**config.mk**
```make
export PLATFORM = sky130hd
export DESIGN_NAME = biquad_iir_df2_core
export DESIGN_NICKNAME = d
export VERILOG_FILES = /design/src/rtl/core/biq_pkg.sv /design/src/rtl/core/biquad_iir_df2_core.sv
export SDC_FILE = /design/constraint.sdc
export NUM_CORES = 2
export LEC_CHECK = 0
export ABC_AREA = 1
export BUFFER_PORTS_ARGS = -buffer_cell sky130_fd_sc_hd__buf_2
export CAP_MARGIN = 10
export CORE_MARGIN = 4
export CORE_UTILIZATION = 45
export DETAILED_ROUTE_END_ITERATION = 6
export PLACE_DENSITY = 0.73
export SYNTH_ARGS = -nofsm -noshare
export SYNTH_HDL_FRONTEND = slang
export SYNTH_SLANG_ARGS = --single-unit
```
**constraint.sdc**
```tcl
create_clock -name i_clk -period 8.65 [get_ports i_clk]
set_clock_uncertainty 0.2 [all_clocks]
set_input_delay 0.865 -clock i_clk [delete_from_list [all_inputs] [get_ports i_clk]]
set_output_delay 0.865 -clock i_clk [all_outputs]
set_load 0.01 [all_outputs]
```
**src/rtl/core/biq_pkg.sv**
```systemverilog
`default_nettype none

package biq_pkg;

    localparam int SAMPLE_W  = 16;
    localparam int COEF_W    = 16;
    localparam int COEF_FRAC = 14;
    localparam int STATE_W   = 24;
    localparam int PROD_W    = COEF_W + STATE_W;
    // rounded product: product shifted right by the fraction bits
    localparam int RND_W     = PROD_W - COEF_FRAC;
    // headroom for three rounded terms
    localparam int ACC_W     = RND_W + 2;
    localparam int CFG_IDX_W = 3;

    localparam logic [CFG_IDX_W-1:0] CFG_FF_GAIN_0 = 3'd0;
    localparam logic [CFG_IDX_W-1:0] CFG_FF_GAIN_1 = 3'd1;
    localparam logic [CFG_IDX_W-1:0] CFG_FF_GAIN_2 = 3'd2;
    localparam logic [CFG_IDX_W-1:0] CFG_FB_GAIN_1 = 3'd3;
    localparam logic [CFG_IDX_W-1:0] CFG_FB_GAIN_2 = 3'd4;

    localparam logic signed [COEF_W-1:0] FF_GAIN_0_RST = 16'sd16384;

    typedef struct packed {
        logic signed [SAMPLE_W-1:0] sample_in;
        logic                       block_end_in;
    } t_in_req;

    typedef struct packed {
        logic signed [SAMPLE_W-1:0] sample_out;
        logic                       clipped;
        logic                       block_end_out;
    } t_out_req;

    typedef enum logic [3:0] {
        S_IDLE,
        S_FB0,
        S_FB1,
        S_FB2,
        S_FF0,
        S_FF1,
        S_FF2,
        S_FF3
    } t_state;

endpackage

`default_nettype wire

```
**src/rtl/core/biquad_iir_df2_core.sv**
```systemverilog
`default_nettype none

// Channel   Direction  Handshake                 Payload
// input     in         i_in_valid / o_in_stall   i_in_req  (biq_pkg::t_in_req)
// output    out        o_out_valid / i_out_stall o_out_req (biq_pkg::t_out_req)
// config    in         i_cfg_we                  i_cfg_idx, i_cfg_data
//
// A request is accepted while idle, then goes through seven steps on the
// single shared 16x24 multiplier (two feedback and three feedforward products,
// each registered and accumulated in the following step).
// Reset is synchronous and active low; it restores the default coefficients
// and clears the history. Any coefficient write also clears the history.
// A result waits in the output register; the last step holds while it is stalled.

module biquad_iir_df2_core (
    input  wire                                i_clk,
    input  wire                                i_rst_n,
    input  wire                                i_in_valid,
    output logic                               o_in_stall,
    input  biq_pkg::t_in_req                   i_in_req,
    output logic                               o_out_valid,
    input  wire                                i_out_stall,
    output biq_pkg::t_out_req                  o_out_req,
    input  wire                                i_cfg_we,
    input  wire  [biq_pkg::CFG_IDX_W-1:0]      i_cfg_idx,
    input  wire  [biq_pkg::COEF_W-1:0]         i_cfg_data
);

    localparam int ACC_W    = biq_pkg::ACC_W;
    localparam int RND_W    = biq_pkg::RND_W;
    localparam int PROD_W   = biq_pkg::PROD_W;
    localparam int STATE_W  = biq_pkg::STATE_W;
    localparam int SAMPLE_W = biq_pkg::SAMPLE_W;
    localparam int COEF_W   = biq_pkg::COEF_W;

    localparam logic signed [PROD_W-1:0] RND_HALF = PROD_W'(1) <<< (biq_pkg::COEF_FRAC - 1);
    localparam logic signed [STATE_W-1:0] STATE_MAX = {1'b0, {(STATE_W-1){1'b1}}};
    localparam logic signed [STATE_W-1:0] STATE_MIN = {1'b1, {(STATE_W-1){1'b0}}};
    localparam logic signed [SAMPLE_W-1:0] SAMPLE_MAX = {1'b0, {(SAMPLE_W-1){1'b1}}};
    localparam logic signed [SAMPLE_W-1:0] SAMPLE_MIN = {1'b1, {(SAMPLE_W-1){1'b0}}};

    biq_pkg::t_state r_state, n_state;

    logic signed [COEF_W-1:0]  r_b0, r_b1, r_b2, r_a1, r_a2;
    logic signed [STATE_W-1:0] r_w1, r_w2, r_w0;
    logic signed [PROD_W-1:0]  r_prod;
    logic signed [ACC_W-1:0]   r_acc;
    logic                      r_clip;
    logic                      r_blk_end;
    logic                      r_out_valid;
    biq_pkg::t_out_req         r_out;

    logic signed [COEF_W-1:0]  w_mul_coef;
    logic signed [STATE_W-1:0] w_mul_val;
    logic signed [PROD_W-1:0]  w_prod;
    logic signed [PROD_W-1:0]  w_prod_rnd;
    logic signed [RND_W-1:0]   w_rnd;
    logic signed [ACC_W-1:0]   w_rnd_ext;
    logic signed [ACC_W-1:0]   w_sum;
    logic                      w_sub;
    logic                      w_w0_sat;
    logic                      w_y_sat;
    logic signed [STATE_W-1:0] w_w0;
    logic signed [SAMPLE_W-1:0] w_y;
    logic                      w_accept;
    logic                      w_out_free;

    assign w_accept   = i_in_valid && (r_state == biq_pkg::S_IDLE);
    assign w_out_free = !r_out_valid || !i_out_stall;

    // operand select for the shared multiplier
    always_comb begin
        case (r_state)
            biq_pkg::S_FB0: begin
                w_mul_coef = r_a1;
                w_mul_val  = r_w1;
            end
            biq_pkg::S_FB1: begin
                w_mul_coef = r_a2;
                w_mul_val  = r_w2;
            end
            biq_pkg::S_FF0: begin
                w_mul_coef = r_b0;
                w_mul_val  = r_w0;
            end
            biq_pkg::S_FF1: begin
                w_mul_coef = r_b1;
                w_mul_val  = r_w1;
            end
            biq_pkg::S_FF2: begin
                w_mul_coef = r_b2;
                w_mul_val  = r_w2;
            end
            default: begin
                w_mul_coef = '0;
                w_mul_val  = '0;
            end
        endcase
    end

    assign w_prod     = PROD_W'(w_mul_coef) * PROD_W'(w_mul_val);
    // round to nearest, ties up: add half then floor-shift
    assign w_prod_rnd = r_prod + RND_HALF;
    assign w_rnd      = w_prod_rnd[biq_pkg::COEF_FRAC +: RND_W];
    assign w_rnd_ext  = {{(ACC_W-RND_W){w_rnd[RND_W-1]}}, w_rnd};
    assign w_sub      = (r_state == biq_pkg::S_FB1) || (r_state == biq_pkg::S_FB2);
    assign w_sum      = w_sub ? (r_acc - w_rnd_ext) : (r_acc + w_rnd_ext);

    // saturate when the target sign bit and the bits above it disagree
    assign w_w0_sat = !((&w_sum[ACC_W-1:STATE_W-1]) || !(|w_sum[ACC_W-1:STATE_W-1]));
    assign w_y_sat  = !((&w_sum[ACC_W-1:SAMPLE_W-1]) || !(|w_sum[ACC_W-1:SAMPLE_W-1]));
    assign w_w0 = w_w0_sat ? (w_sum[ACC_W-1] ? STATE_MIN : STATE_MAX) : w_sum[STATE_W-1:0];
    assign w_y  = w_y_sat ? (w_sum[ACC_W-1] ? SAMPLE_MIN : SAMPLE_MAX) : w_sum[SAMPLE_W-1:0];

    always_comb begin
        n_state = r_state;
        unique case (r_state)
            biq_pkg::S_IDLE: begin
                if (w_accept) n_state = biq_pkg::S_FB0;
            end
            biq_pkg::S_FB0: n_state = biq_pkg::S_FB1;
            biq_pkg::S_FB1: n_state = biq_pkg::S_FB2;
            biq_pkg::S_FB2: n_state = biq_pkg::S_FF0;
            biq_pkg::S_FF0: n_state = biq_pkg::S_FF1;
            biq_pkg::S_FF1: n_state = biq_pkg::S_FF2;
            biq_pkg::S_FF2: n_state = biq_pkg::S_FF3;
            biq_pkg::S_FF3: begin
                if (w_out_free) n_state = biq_pkg::S_IDLE;
            end
            default: n_state = biq_pkg::S_IDLE;
        endcase
    end

    always_ff @(posedge i_clk) begin
        if (!i_rst_n) begin
            r_state <= biq_pkg::S_IDLE;
        end else begin
            r_state <= n_state;
        end
    end

    // coefficients and history
    always_ff @(posedge i_clk) begin
        if (!i_rst_n) begin
            r_b0 <= biq_pkg::FF_GAIN_0_RST;
            r_b1 <= '0;
            r_b2 <= '0;
            r_a1 <= '0;
            r_a2 <= '0;
            r_w1 <= '0;
            r_w2 <= '0;
        end else if (i_cfg_we) begin
            unique case (i_cfg_idx)
                biq_pkg::CFG_FF_GAIN_0: r_b0 <= i_cfg_data;
                biq_pkg::CFG_FF_GAIN_1: r_b1 <= i_cfg_data;
                biq_pkg::CFG_FF_GAIN_2: r_b2 <= i_cfg_data;
                biq_pkg::CFG_FB_GAIN_1: r_a1 <= i_cfg_data;
                biq_pkg::CFG_FB_GAIN_2: r_a2 <= i_cfg_data;
                default: ;
            endcase
            if (i_cfg_idx == biq_pkg::CFG_FF_GAIN_0 || i_cfg_idx == biq_pkg::CFG_FF_GAIN_1 ||
                i_cfg_idx == biq_pkg::CFG_FF_GAIN_2 || i_cfg_idx == biq_pkg::CFG_FB_GAIN_1 ||
                i_cfg_idx == biq_pkg::CFG_FB_GAIN_2) begin
                r_w1 <= '0;
                r_w2 <= '0;
            end
        end else if (r_state == biq_pkg::S_FF3 && w_out_free) begin
            // advance the history
            r_w2 <= r_w1;
            r_w1 <= r_w0;
        end
    end

    // datapath
    always_ff @(posedge i_clk) begin
        // hold the last product while the result waits
        if (r_state != biq_pkg::S_FF3) r_prod <= w_prod;
        case (r_state)
            biq_pkg::S_IDLE: begin
                if (w_accept) begin
                    r_acc     <= {{(ACC_W-SAMPLE_W){i_in_req.sample_in[SAMPLE_W-1]}},
                                  i_in_req.sample_in};
                    r_blk_end <= i_in_req.block_end_in;
                    r_clip    <= 1'b0;
                end
            end
            biq_pkg::S_FB1: r_acc <= w_sum;
            biq_pkg::S_FB2: begin
                r_w0   <= w_w0;
                r_clip <= w_w0_sat;
                r_acc  <= '0;
            end
            biq_pkg::S_FF1, biq_pkg::S_FF2: r_acc <= w_sum;
            default: ;
        endcase
    end

    // output register
    always_ff @(posedge i_clk) begin
        if (!i_rst_n) begin
            r_out_valid <= 1'b0;
        end else if (r_state == biq_pkg::S_FF3 && w_out_free) begin
            r_out_valid <= 1'b1;
        end else if (!i_out_stall) begin
            r_out_valid <= 1'b0;
        end
    end

    always_ff @(posedge i_clk) begin
        if (r_state == biq_pkg::S_FF3 && w_out_free) begin
            r_out.sample_out    <= w_y;
            r_out.clipped       <= r_clip || w_y_sat;
            r_out.block_end_out <= r_blk_end;
        end
    end

    assign o_in_stall  = (r_state != biq_pkg::S_IDLE);
    assign o_out_valid = r_out_valid;
    assign o_out_req   = r_out;

endmodule

`default_nettype wire
```
==> impl_summary.txt <==
----------------------------------------------------
[Detailed routing]
  Total via count in the routed design ... 22,391
  Detailed router's first-iteration violation count ... 2,202
  Avg WL per Cell ... 17.1 um
  DR pass1 iterations ... 7
  Post-DR vias/cell ... 5.27
  Antenna-violating nets left ... 0
  Sum of routed wire length over all layers ... 72,800 um
  DRC violations left ... 2

[Layout]
  Layout overhead on the synthesized area ... 8.03%
  Ant. Diodes ... 0
  Final net count ... 4,012
  Fill count ... 5,606
  Util after Layout ... 0.495
  Layout cells sized above 1 ... 0.0708

[Critical path]
  Kind of critical path ... flip-flop to flip-flop
  Worst Path Arrival ... 8170 ps
  Cell family contributing the most delay on the critical path ... adder cells
  Critical Path Source Type ... flip-flop
  Maximum fanout count along the critical path ... 15
  Number of buffer and inverter instances along the worst setup path ... 8
  Required time worst endpoint ... 8740 ps
  Largest stage delay on the critical path ... 910 ps
  Element type at the critical path end ... flip-flop
  Worst r2r src ... r_state[1]
  Launching element of the worst setup path ... r_state[1]
  Reg2reg setup slack ... 570 ps
  Slowest CP cell ... fa_1

[Global route]
  Global router's overall resource usage ... 0.230
  Overflow left after global routing ... 0
  Vias in the first global route ... 22,272
  First-pass GRT wire length ... 119,000 um
  Pin count of the biggest net entering global routing ... 83
  Initial antenna violation count ... 0

[Die]
  Die extent in x ... 251 um
  Core area ... 58,100 sq um
  Ports placed on the boundary ... 61
  Starting Density ... 0.458
  Die Ht ... 251 um
  Cell row count ... 88
  Overall die area ... 63,100 sq um

[Place]
  Global placement routability congestion ... 0.956
  Post-detail-place hpwl ... 57,800 um
  Port bufs ... 60

[Synthesis]
  Number of enable-type register cells in the synthesized netlist ... 99
  Area share of the largest cell type after synthesis ... 0.281
  Most used standard cell by instance count after synthesis ... inv_1
  Top cells by instance count after synthesis ... inv_1, nand2_1, nor2_1, fa_1, o21ai_0
  Largest area contributor in the synthesized netlist ... fa_1
  Average footprint of a synthesized cell ... 7.78 sq um
  Most common flop cell mapped by yosys ... dfxtp_1
  Number of nets in the synthesized netlist ... 3,965
  Number of distinct library cells after synthesis ... 55
  Register bit total from synthesis ... 231
  Cell area after synthesis ... 26,600 sq um
  Part of the Yosys area used for sequential elements ... 0.211
  Cells after Synth ... 3,422
  Synthesis Warnings ... 0
  Share of synthesized flip-flops with an asynchronous set or reset ... 0
  Top post-synthesis cells by area ... fa_1, edfxtp_1, inv_1

[Timing]
  Unrepaired setup endpoints after global routing ... no
  Max Slew Vio Count ... 0
  Worst-case headroom to the max-slew limit ... 0.448
  Minimum clock period ... 8080 ps
  Final period util ... 0.934
  Hold Fails Final Rpt ... 0
  Final-report setup violation count ... 0
  Total negative slack for setup checks ... 0 ps
  Peak clock frequency supported by timing ... 0.124 GHz
  Worst Max-Slew Pin Slew ... 826 ps
  Hold Slack ... 226 ps

[Flow run]
  Max capacitance violation total ... 0

[Status]
  Result of the run ... finished, violations left
  Failing checks ... DRC

[CTS]
  Number of CTS-inserted buffers ... 25
  Clock root cell ... clkbuf_16
  Worst-case clock buffer depth ... 3
  Clock-pin slew on the worst setup and hold paths ... 60 ps
  Number of post-CTS setup repair buffers ... 0
  TritonCTS clock tree ... yes
  Clock latency on the worst-skew pair ... 560 ps
  Number of levels in the clock H-tree ... 1
  Clock tree sinks ... 231

[Min path]
  Path category of the worst min-delay check ... flip-flop to flip-flop
  Worst hold start ... r_blk_end

[Power]
  Areal power density over the cells ... 246 nW/um^2
  Power consumption ... 7.06 mW
  P_leak ... 13.8 nW
  IR Drop Worst-Case VDD ... 0.514 mV

----------------------------------------------------
[state kept, by name, indices dropped and copies added, names as in the netlist]
name	flops
o_out_req	18
o_out_valid	1
r_a1	16
r_a2	16
r_acc	28
r_b0	16
r_b1	16
r_b2	16
r_blk_end	1
r_clip	1
r_prod	27
r_state	3
r_w0	24
r_w1	24
r_w2	24
[cells by family after synthesis]
kind of cell	after synthesis	share of synthesized area
AND/OR/NAND/NOR	1290	0.202
adder cells (fa/ha/maj)	502	0.341
buffers and inverters	879	0.126
AO/OA/AOI/OAI	444	0.0949
XOR/XNOR	76	0.0250
flip-flops	231	0.211
[final timing paths]
| kind | end | depth (start not counted) |
|---|---|---|
| setup / recovery | r_prod[37] | 27 |
| hold / removal | o_out_req[0] | 0 |
| setup reg to reg | r_prod[37] | 27 |
| hold reg to reg | o_out_req[0] | 0 |
[power by group]
group          total (mW)  leakage [nW]  switching [mW]  internal (mW)
clock                1.08         0.395           0.460          0.621
combinational        4.33          11.3            3.05           1.28
sequential           1.65          2.08          0.0731           1.58
total                7.06          13.8            3.58           3.49
[layout make-up]
type | count | area (sq um) | area share
flip-flops and latches | 231 | 5620 | 0.195
repair buffers | 123 | 773 | 0.0269
clock inverters | 13 | 138 | 0.00478
clock buffers | 32 | 682 | 0.0237
multi-input cells | 2312 | 17700 | 0.615
well taps | 765 | 957 | 0.0333
inverters | 776 | 2920 | 0.102
[layer usage]
layer	GRT usage	part of all wire	wire length, um	up-vias
li1	-	-	-	10534
met3	0.0372	0.076	5560	136
met4	0.0575	0.028	2020	0
met2	0.376	0.46	33600	935
met1	0.323	0.43	31600	10786
met5	0	0	0	-
[cell usage in the layout (no fill, tap or decap), types with 6 or more instances in the layout]
cell | synthesis | layout
nand2_1 | 588 | 588
nand2_2 | 36 | 36
nand2_4 | 10 | 10
fa_1 | 374 | 374
nor3_1 | 21 | 21
edfxtp_1 | 99 | 99
nand3_2 | 6 | 6
nor2_4 | 8 | 8
a31oi_1 | 12 | 11
a21o_1 | 6 | 6
ha_1 | 128 | 128
nand4_1 | 19 | 19
inv_1 | 759 | 759
xnor2_1 | 29 | 29
clkbuf_16 | 0 | 25
o21ai_0 | 155 | 155
o211ai_1 | 7 | 7
a221oi_1 | 11 | 11
nor2_1 | 498 | 498
nand3_1 | 80 | 80
o21bai_1 | 8 | 8
dfxtp_1 | 132 | 132
a21oi_1 | 145 | 144
o22ai_1 | 71 | 71
buf_4 | 0 | 63
buf_2 | 3 | 60
clkinv_1 | 13 | 15
xor2_1 | 47 | 47
o21a_1 | 8 | 8
[what timing repair did]
action | 4_1_cts | 5_1_grt
hold buffers | 0 | 0
setup endpoints to repair | 0 | 1
hold endpoints to repair | 0 | 0
resized for setup | 0 | 2
[metrics by stage]
stage          cell area (sq um)  worst slack, ps  cells
3_3_place_gp               27900              604   4207
3_5_place_dp               27900              485   4207
5_1_grt                    28800             28.1   4252
6_report                   28800              573   4252
4_1_cts                    28800              484   4252
2_1_floorplan              26600             1400   3422
Note: power is estimated with default switching activity, not from simulation.
